**config.mk**
```make
export PLATFORM = sky130hd
export DESIGN_NAME = tcw_sequencer
export DESIGN_NICKNAME = d
export VERILOG_FILES = /design/src/rtl/tcw_pkg.sv /design/src/rtl/tcw_sequencer.sv
export VERILOG_INCLUDE_DIRS = /design/src /design/src/rtl
export SDC_FILE = /design/constraint.sdc
export NUM_CORES = 1
export LEC_CHECK = 0
export ABC_CLOCK_PERIOD_IN_PS = 4000
export BUFFER_PORTS_ARGS = -buffer_cell sky130_fd_sc_hd__buf_2
export CORE_UTILIZATION = 51
export DETAILED_ROUTE_END_ITERATION = 16
export PLACE_DENSITY = 0.77
export SYNTH_ARGS = -nofsm -noshare
export SYNTH_HDL_FRONTEND = slang
export SYNTH_SLANG_ARGS = --single-unit
```
**constraint.sdc**
```tcl
create_clock -name clk -period 4 [get_ports clk]
set_input_delay 0.4 -clock clk [delete_from_list [all_inputs] [get_ports clk]]
set_output_delay 0.4 -clock clk [all_outputs]
set_load 0.03 [all_outputs]
```
**src/rtl/text_console_writer_unit_macros.svh**
```systemverilog
// Assertion macros for the text console writer.
// Used by the sequencer; expects clk and arst_n in the including scope.
`ifndef TEXT_CONSOLE_WRITER_UNIT_MACROS_SVH
`define TEXT_CONSOLE_WRITER_UNIT_MACROS_SVH

// same-cycle implication, held off during reset
`define TCW_ASSERT_IMP(lbl, ante, cons, msg) \
	lbl: assert property (@(posedge clk) disable iff (!arst_n) (ante) |-> (cons)) \
		else $error(msg);

// next-cycle implication, held off during reset
`define TCW_ASSERT_NXT(lbl, ante, cons, msg) \
	lbl: assert property (@(posedge clk) disable iff (!arst_n) (ante) |=> (cons)) \
		else $error(msg);

`endif

```
**src/rtl/tcw_pkg.sv**
```systemverilog
// Shared constants, types and address helpers for the text console writer.
// No dependencies.
package tcw_pkg;

	localparam int COLUMNS  = 80;
	localparam int ROWS     = 24;
	localparam int TAB_SH   = 3;
	localparam int TAB_STOP = 1 << TAB_SH;
	localparam int CELLS    = COLUMNS * ROWS;
	localparam int ADDR_W   = $clog2(CELLS);
	localparam int ROW_W    = 5;
	localparam int COL_W    = 7;
	localparam int CNT_W    = TAB_SH + 1;

	localparam logic       OP_PUT     = 1'b0;
	localparam logic       OP_READ    = 1'b1;
	localparam logic [7:0] CODE_CR    = 8'd13;
	localparam logic [7:0] CODE_LF    = 8'd10;
	localparam logic [7:0] CODE_TAB   = 8'd9;
	localparam logic [7:0] CODE_BS    = 8'd8;
	localparam logic [7:0] CODE_SPACE = 8'd32;
	localparam logic [7:0] ATTR_RESET = 8'd2;

	typedef struct packed {
		logic              we;
		logic [ADDR_W-1:0] addr;
		logic [15:0]       wdata;
	} ram_req_t;

	typedef struct packed {
		logic [7:0]       cell_char;
		logic [7:0]       cell_attr;
		logic [ROW_W-1:0] row;
		logic [COL_W-1:0] col;
	} res_t;

	// logical row to physical row of the circular screen store
	function automatic logic [ROW_W-1:0] phys_row(input logic [ROW_W-1:0] lrow,
			input logic [ROW_W-1:0] top);
		logic [ROW_W:0] s;
		s = {1'b0, lrow} + {1'b0, top};
		if (s >= (ROW_W+1)'(ROWS))
			s = s - (ROW_W+1)'(ROWS);
		return s[ROW_W-1:0];
	endfunction

	function automatic logic [ADDR_W-1:0] cell_addr(input logic [ROW_W-1:0] prow,
			input logic [COL_W-1:0] col);
		return ADDR_W'(ADDR_W'(prow) * ADDR_W'(COLUMNS) + ADDR_W'(col));
	endfunction

endpackage

```
**src/rtl/tcw_sequencer.sv**
```systemverilog
// Sequencer: cursor, scroll offset, attribute register and the cell write loop.
// Depends on tcw_pkg and text_console_writer_unit_macros.svh.
`include "text_console_writer_unit_macros.svh"

module tcw_sequencer (
	input  logic                      clk,
	input  logic                      arst_n,
	input  logic                      in_valid,
	output logic                      in_stall,
	input  logic                      operation,
	input  logic [7:0]                char_code,
	input  logic [tcw_pkg::ROW_W-1:0] read_row,
	input  logic [tcw_pkg::COL_W-1:0] read_col,
	input  logic                      attr_we,
	input  logic [7:0]                attr_wdata,
	output tcw_pkg::ram_req_t         ram_req,
	input  logic [15:0]               ram_rdata,
	input  logic                      out_free,
	output logic                      res_valid,
	output tcw_pkg::res_t             res
);
	import tcw_pkg::*;

	typedef enum logic [6:0] {
		ST_INIT   = 7'b0000001,
		ST_IDLE   = 7'b0000010,
		ST_READ   = 7'b0000100,
		ST_PUT    = 7'b0001000,
		ST_BS     = 7'b0010000,
		ST_SCROLL = 7'b0100000,
		ST_DONE   = 7'b1000000
	} state_t;

	state_t           state_q;
	logic [ROW_W-1:0] cur_row_q;
	logic [COL_W-1:0] cur_col_q;
	logic [ROW_W-1:0] top_q;
	logic [ROW_W-1:0] clr_row_q;
	logic [COL_W-1:0] clr_col_q;
	logic [CNT_W-1:0] put_cnt_q;
	logic [7:0]       attr_q;
	logic [7:0]       wr_char_q;
	logic [15:0]      cell_q;
	logic             rd_ok_q;

	logic             rd_ok;
	logic             accept;
	logic [ROW_W-1:0] top_next;

	assign accept   = in_valid && (state_q == ST_IDLE);
	assign in_stall = (state_q != ST_IDLE);
	assign rd_ok    = (read_row < ROW_W'(ROWS)) && (read_col < COL_W'(COLUMNS));
	assign top_next = (top_q == ROW_W'(ROWS - 1)) ? '0 : top_q + 1'b1;

	always_comb begin
		ram_req = '0;
		case (state_q)
			ST_IDLE: begin
				if (rd_ok)
					ram_req.addr = cell_addr(phys_row(read_row, top_q), read_col);
			end
			ST_PUT, ST_BS: begin
				ram_req.we    = 1'b1;
				ram_req.addr  = cell_addr(phys_row(cur_row_q, top_q), cur_col_q);
				ram_req.wdata = {attr_q, wr_char_q};
			end
			ST_INIT, ST_SCROLL: begin
				ram_req.we   = 1'b1;
				ram_req.addr = cell_addr(clr_row_q, clr_col_q);
			end
			default: ;
		endcase
	end

	assign res_valid     = (state_q == ST_DONE) && out_free;
	assign res.cell_char = cell_q[7:0];
	assign res.cell_attr = cell_q[15:8];
	assign res.row       = cur_row_q;
	assign res.col       = cur_col_q;

	always_ff @(posedge clk or negedge arst_n) begin
		if (!arst_n) begin
			state_q   <= ST_INIT;
			cur_row_q <= '0;
			cur_col_q <= '0;
			top_q     <= '0;
			clr_row_q <= '0;
			clr_col_q <= '0;
			put_cnt_q <= '0;
			attr_q    <= ATTR_RESET;
		end else begin
			if (attr_we)
				attr_q <= attr_wdata;
			case (state_q)
				ST_INIT: begin
					// clearing pass over every row after reset
					if (clr_col_q == COL_W'(COLUMNS - 1)) begin
						clr_col_q <= '0;
						if (clr_row_q == ROW_W'(ROWS - 1)) begin
							clr_row_q <= '0;
							state_q   <= ST_IDLE;
						end else begin
							clr_row_q <= clr_row_q + 1'b1;
						end
					end else begin
						clr_col_q <= clr_col_q + 1'b1;
					end
				end
				ST_IDLE: begin
					if (accept) begin
						if (operation == OP_READ) begin
							state_q <= ST_READ;
						end else begin
							case (char_code)
								CODE_CR: state_q <= ST_DONE;
								CODE_LF: begin
									cur_col_q <= '0;
									if (cur_row_q == ROW_W'(ROWS - 1)) begin
										put_cnt_q <= '0;
										top_q     <= top_next;
										clr_row_q <= top_q;
										clr_col_q <= '0;
										state_q   <= ST_SCROLL;
									end else begin
										cur_row_q <= cur_row_q + 1'b1;
										state_q   <= ST_DONE;
									end
								end
								CODE_TAB: begin
									put_cnt_q <= CNT_W'(TAB_STOP) -
										CNT_W'(cur_col_q[TAB_SH-1:0]);
									state_q   <= ST_PUT;
								end
								CODE_BS: begin
									if (cur_col_q != '0) begin
										cur_col_q <= cur_col_q - 1'b1;
									end else if (cur_row_q != '0) begin
										cur_row_q <= cur_row_q - 1'b1;
										cur_col_q <= COL_W'(COLUMNS - 1);
									end
									state_q <= ST_BS;
								end
								default: begin
									put_cnt_q <= CNT_W'(1);
									state_q   <= ST_PUT;
								end
							endcase
						end
					end
				end
				ST_READ: state_q <= ST_DONE;
				ST_PUT: begin
					put_cnt_q <= put_cnt_q - 1'b1;
					if (cur_col_q == COL_W'(COLUMNS - 1)) begin
						cur_col_q <= '0;
						if (cur_row_q == ROW_W'(ROWS - 1)) begin
							// past the last cell: rotate the top row, clear the new bottom
							top_q     <= top_next;
							clr_row_q <= top_q;
							clr_col_q <= '0;
							state_q   <= ST_SCROLL;
						end else begin
							cur_row_q <= cur_row_q + 1'b1;
							state_q   <= (put_cnt_q == CNT_W'(1)) ? ST_DONE : ST_PUT;
						end
					end else begin
						cur_col_q <= cur_col_q + 1'b1;
						state_q   <= (put_cnt_q == CNT_W'(1)) ? ST_DONE : ST_PUT;
					end
				end
				ST_BS: state_q <= ST_DONE;
				ST_SCROLL: begin
					if (clr_col_q == COL_W'(COLUMNS - 1)) begin
						clr_col_q <= '0;
						state_q   <= (put_cnt_q != '0) ? ST_PUT : ST_DONE;
					end else begin
						clr_col_q <= clr_col_q + 1'b1;
					end
				end
				ST_DONE: begin
					if (out_free)
						state_q <= ST_IDLE;
				end
				default: state_q <= ST_IDLE;
			endcase
		end
	end

	always_ff @(posedge clk) begin
		if (accept) begin
			rd_ok_q   <= rd_ok && (operation == OP_READ);
			cell_q    <= '0;
			wr_char_q <= (char_code == CODE_TAB || char_code == CODE_BS) ?
				CODE_SPACE : char_code;
		end else if (state_q == ST_READ) begin
			cell_q <= rd_ok_q ? ram_rdata : '0;
		end
	end

	`TCW_ASSERT_IMP(a_cursor_range, 1'b1,
		(cur_row_q < ROW_W'(ROWS)) && (cur_col_q < COL_W'(COLUMNS)),
		"cursor outside the screen")
	`TCW_ASSERT_IMP(a_top_range, 1'b1, top_q < ROW_W'(ROWS), "scroll offset out of range")
	`TCW_ASSERT_IMP(a_no_idle_write, (state_q == ST_IDLE) || (state_q == ST_DONE),
		!ram_req.we, "cell write outside a write state")
	`TCW_ASSERT_NXT(a_result_to_idle, res_valid, state_q == ST_IDLE,
		"result beat not followed by idle")

endmodule

```
Word level (Yosys, flattened, before mapping)
Index checks and enable logic that the tools add are counted.

word-level totals
  memory bits (read-only) = 0
  register bits after elaboration = 73
  bits of input ports = 50
  latch bits = 0
  memories kept = 0
  output and inout bits = 58
  RAM bits = 0
  word-level logic and storage cells = 154

operators by class
  div/mod/pow operators = 0
  mux-type cells = 65
  add/subtract/negate cells = 16
  multiply operators = 3
  eq/ne operators = 32
  bitwise operators = 0
  shift operators = 0
  reductions and logical operators = 23
  magnitude comparators = 4

operator list
  operator                                              count
  2-to-1 mux 7 bit                                      22
  2-to-1 mux 5 bit                                      24
  case mux 7 bit (3 select lines)                       2
  case mux 7 bit (6 select lines)                       1
  adder 11 x 7 -> 11 bit                                3
  case mux 11 bit (3 select lines)                      1
  == test 8 x 4 -> 1 bit (second input constant)        4
  2-to-1 mux 16 bit                                     2
  case mux 5 bit (2 select lines)                       3
  case mux 7 bit (2 select lines)                       2
  AND reduction 5 bit                                   5
  == test 7 bit (second input constant)                 3
  multiplier 5 x 3 -> 7 bit (second input constant)     3
  != test 2 bit (second input constant)                 8
  adder 5 x 1 -> 5 bit (second input constant)          3
  == test 5 bit (second input constant)                 3
  case mux 5 bit (3 select lines)                       1
  adder 7 x 1 -> 7 bit (second input constant)          2
  adder 5 x 5 -> 6 bit                                  2
  >= comparator 6 x 5 -> 1 bit (second input constant)  2
  2-to-1 mux 4 bit                                      3
  case mux 4 bit (3 select lines)                       1
  2-to-1 mux 11 bit                                     1
  subtractor 5 bit (second input constant)              2
  31 further kinds                                      40

Longest topological paths before layout
  depth in word-level cells = 9
  mapped depth = 19
  depth with buffers taken out = 19

Least setup slack after synthesis
Ideal clock, no wire load.

  path kind = reg-to-output
  start point = register cur_row_q[1]
  end point = output port ram_req[26] (netlist bit)
  data required time = 3.600 ns
  path buffers = 0
  slack = -0.516 ns
  arrival = 4.116 ns
  stages on the path, launching flop included = 18
  path through = dfrtp_1 > inv_1 > fa_1 > nor2b_1 > o21ai_0 > a211oi_1 > o21ai_0 > o211ai_1 > ha_1 > ha_1 > fa_1 > nand2_1 > o21bai_1 > o21ai_0 > a211oi_1 > a21oi_1 > xnor2_1 > a221o_1

RTL lines
  element                 RTL line              source
  from (decl)             tcw_sequencer.sv:35   logic [ROW_W-1:0] cur_row_q;
  from (signal assigned)  tcw_sequencer.sv:125  cur_row_q <= cur_row_q + 1'b1;
  from (signal assigned)  tcw_sequencer.sv:138  cur_row_q <= cur_row_q - 1'b1;
  from (signal assigned)  tcw_sequencer.sv:163  cur_row_q <= cur_row_q + 1'b1;
  to (decl)               tcw_sequencer.sv:16   output tcw_pkg::ram_req_t ram_req,

==> impl_metrics.py <==
metrics = {
    "critical_path": {
        "arrival_ps": 4290,
        "crit_fanout": 5,
        "critPathTopFamily": "compound AO/OA/AOI/OAI gates",
        "worstSetupStartpointType": "flip-flop",
        "slowest_stage": "fa_1",
        "path_buf_inv": 3,
        "path_cells": "buf_6, ha_4, a21o_1, a21oi_4, buf_6, nor4_2, a31oi_1, o211ai_1, ha_1, ha_2, fa_1, nand2_1, o21bai_4, o21ai_0, a21oi_1, xnor2_1, a221o_2, buf_6",
        "cp-end-kind": "output port",
        "rrSetupSlack_ps": 1000,
        "worstSetupPathType": "reg2out",
        "cpPeakStageDelay_ps": 500,
        "timing.rr.end": "cur_row_q[1]",
        "crit_path_frequent_cell": "buf_6",
        "rr_startpoint": "state_q[5]",
        "crit_required_ps": 3600,
        "reg2reg_depth": 6,
    },
    "clock_network": {
        "root_buffer": "clkbuf_8",
        "clockBufferDepth": 2,
        "ctsHoldBuffers": 0,
        "cts.clk_slew.worst_paths_ps": 80,
        "cts_tree": "done",
        "numCtsBuffers": 9,
        "h-tree-depth": 3,
        "clk-insertion-delay-late_ps": 360,
        "clock_sinks": 73,
    },
    "timing": {
        "slew_violations": 0,
        "tightest_slew_ps": 1140,
        "fin_crit_ps": 4690,
        "rsz0062_at_grt": "yes",
        "final-setup-viol-count": 3,
        "fin_crit_sh": 1.17,
        "hold-worst-slack_ps": 232,
        "relSlewSlack": 0.238,
        "layout_setup_ws_ps": -686,
        "skew_ps": 10.2,
        "hold_viol": 0,
        "clock.fmax_ghz": 0.213,
    },
    "detailed_routing": {
        "vias": 5528,
        "routed_wl_um": 15400,
        "routedWlPerCell_um": 16.5,
        "drtIter0Drc": 320,
        "drt_pass1_iterations": 5,
        "drcViolationCount": 0,
        "antenna_left": 0,
        "viasPerCell": 5.92,
    },
    "place": {
        "hpwlAfterDp_um": 11300,
        "numPortBuffers": 107,
        "place_inst": 903,
        "gp_congestion": 0.877,
        "dp_slack_ps": -431,
    },
    "floorplanning": {
        "dieArea_mm2": 0.0115,
        "core-area_mm2": 0.0108,
        "die_h_um": 107,
        "rows": 38,
        "start_util": 0.523,
        "ioPinCount": 108,
        "die_w_um": 107,
    },
    "synthesis": {
        "synth_edf_count": 9,
        "synth_nets": 760,
        "yosys_warnings": 0,
        "yosysSeqAreaShare": 0.318,
        "synth_flop_cell": "dfrtp_1",
        "avgSynthCellArea_um2": 8.62,
        "netlist_area_mm2": 0.00565,
        "async_flop_share": 0.658,
        "ys_ff_latch": 73,
        "yosysUniqueCellTypes": 68,
        "syn_inst": 655,
    },
    "power": {
        "net-switching-power_mw": 2.14,
        "p_leak_nw": 3.30,
        "p_seq_frac": 0.246,
        "powerDensity_mw_per_mm2": 634,
        "vdd_drop_max_v": 0.000444,
        "pwr-share-clk": 0.125,
        "comb_power_share": 0.630,
        "p_int_mw": 2.32,
        "p_sw_frac": 0.480,
    },
    "hold_path": {
        "hold_start": "char_code[7]",
        "worstHoldEndpoint": "wr_char_q[7]",
        "whs_path_depth": 1,
        "hp-class": "in2reg",
    },
    "cells_and_area": {
        "drive_above_1_share": 0.305,
        "antenna_cells": 0,
        "nNetsFinal": 893,
        "final_cell_mix": "buf_2, nand2_1, a21oi_1, buf_4, dfrtp_1",
        "stdcell_count": 933,
        "final_common_cell": "buf_2",
        "area_delta_synth_final_pct": 24.5,
    },
    "run_status": {
        "violations": "negative setup slack",
        "status": "finished with violations",
    },
    "flow_run": {
        "drv_cap": 0,
    },
    "global_route": {
        "grt_pass1_vias": 5096,
        "grt_pass1_wl_um": 24400,
        "grt_max_degree": 49,
        "grt_use_total": 0.268,
        "antenna_found_initial": 0,
        "overflow": 0,
    },
}
synth_stat cells (6+ instances only):
library cell / n / area [um2]
nand2_1: 57 / 214
a21oi_1: 47 / 235
ha_1: 47 / 588
dfrtp_1: 46 / 1150
nor2_1: 41 / 154
nand3_1: 40 / 200
o21ai_0: 40 / 200
inv_1: 34 / 128
clkbuf_1: 28 / 105
xnor2_1: 23 / 201
and2_1: 20 / 125
nor3_1: 19 / 95.1
dfxtp_1: 16 / 320
nand2b_1: 14 / 87.6
a21o_1: 12 / 90.1
nor2b_1: 12 / 75.1
xor2_1: 11 / 96.3
mux2_2: 10 / 113
edfxtp_1: 9 / 270
fa_1: 8 / 160
a222oi_1: 7 / 70.1
and3_1: 7 / 43.8
a211oi_1: 6 / 45.0
nor4_1: 6 / 37.5
or3_1: 6 / 37.5
cells by family (layout without fill, tap and decap cells):
family / Yosys count / in the layout / synth area share
compound gates: 160 / 160 / 0.188
xor+xnor: 34 / 34 / 0.0527
fa+ha+maj: 55 / 55 / 0.132
buf+inv: 68 / 206 / 0.0487
flops: 73 / 73 / 0.318
mux: 15 / 15 / 0.0288
simple gates: 250 / 250 / 0.232
cell type report:
class / count / area [um2]
tap: 140 / 175
sequential: 73 / 1800
fill: 870 / 3760
inverter: 34 / 128
multi-input combinational: 514 / 3820
clock buffer: 9 / 124
clock inverter: 7 / 58.8
timing repair buffer: 156 / 931
metal layers:
layer  up-vias  GRT usage  part of all wire
met4         0     0.0871             0.017
li1       2627          -                 -
met3        30     0.0486             0.074
met5         -          0                 0
met2       216      0.454              0.51
met1      2655      0.344              0.40
sequential cells by signal, indices dropped and copies added (netlist names):
signal and flops:
attr_q 8, cell_q 16, clr_col_q 7, clr_row_q 5
cur_col_q 7, cur_row_q 5, put_cnt_q 4, rd_ok_q 1
state_q 7, top_q 5, wr_char_q 8
power groups by stage:
stage          clock network, mW  logic, mW  registers, mW
5_1_grt                    0.603       3.02           1.12
4_1_cts                    0.568       2.70           1.09
2_1_floorplan                  0       1.63           1.27
6_report                   0.557       2.81           1.10
3_3_place_gp                   0       2.45           1.10
3_5_place_dp                   0       2.54           1.11
how the worst max path moves through the flow:
stage | from | to | slack (ps) | cells after the start
3_5_place_dp | read_row[0] | ram_req[26] | -430 | 20
3_3_place_gp | read_row[0] | ram_req[26] | -340 | 20
4_1_cts | top_q[0] | ram_req[26] | -630 | 19
6_report | top_q[1] | ram_req[26] | -690 | 18
5_1_grt | top_q[0] | ram_req[26] | -810 | 19
2_1_floorplan | top_q[0] | ram_req[26] | -200 | 18
worst register-to-register path, stage by stage, from the launching register on:
cell	delay, ps
dfrtp_1	470
nor3_1	480
nand3_1	500
nor2_1	820
a211oi_1	280
mux2i_1	240
nand3_1	90
per-stage QoR:
step | total power, mW | TNS (ps) | instance area, um2 | util
6_report | 4.46 | -1420 | 7030 | 0.652
5_1_grt | 4.74 | -1760 | 7030 | 0.652
3_5_place_dp | 3.64 | -987 | 6580 | 0.610
2_1_floorplan | 2.90 | -196 | 5750 | -
4_1_cts | 4.36 | -1250 | 6910 | 0.641
3_3_place_gp | 3.55 | -669 | 6580 | 0.610
repair_timing:
item,CTS,global route
resized for setup,23,11
pin swaps,25,13
setup endpoints to repair,4,3
cloned,0,1
buffers inserted,7,6
(Power assumes the default switching activity.)
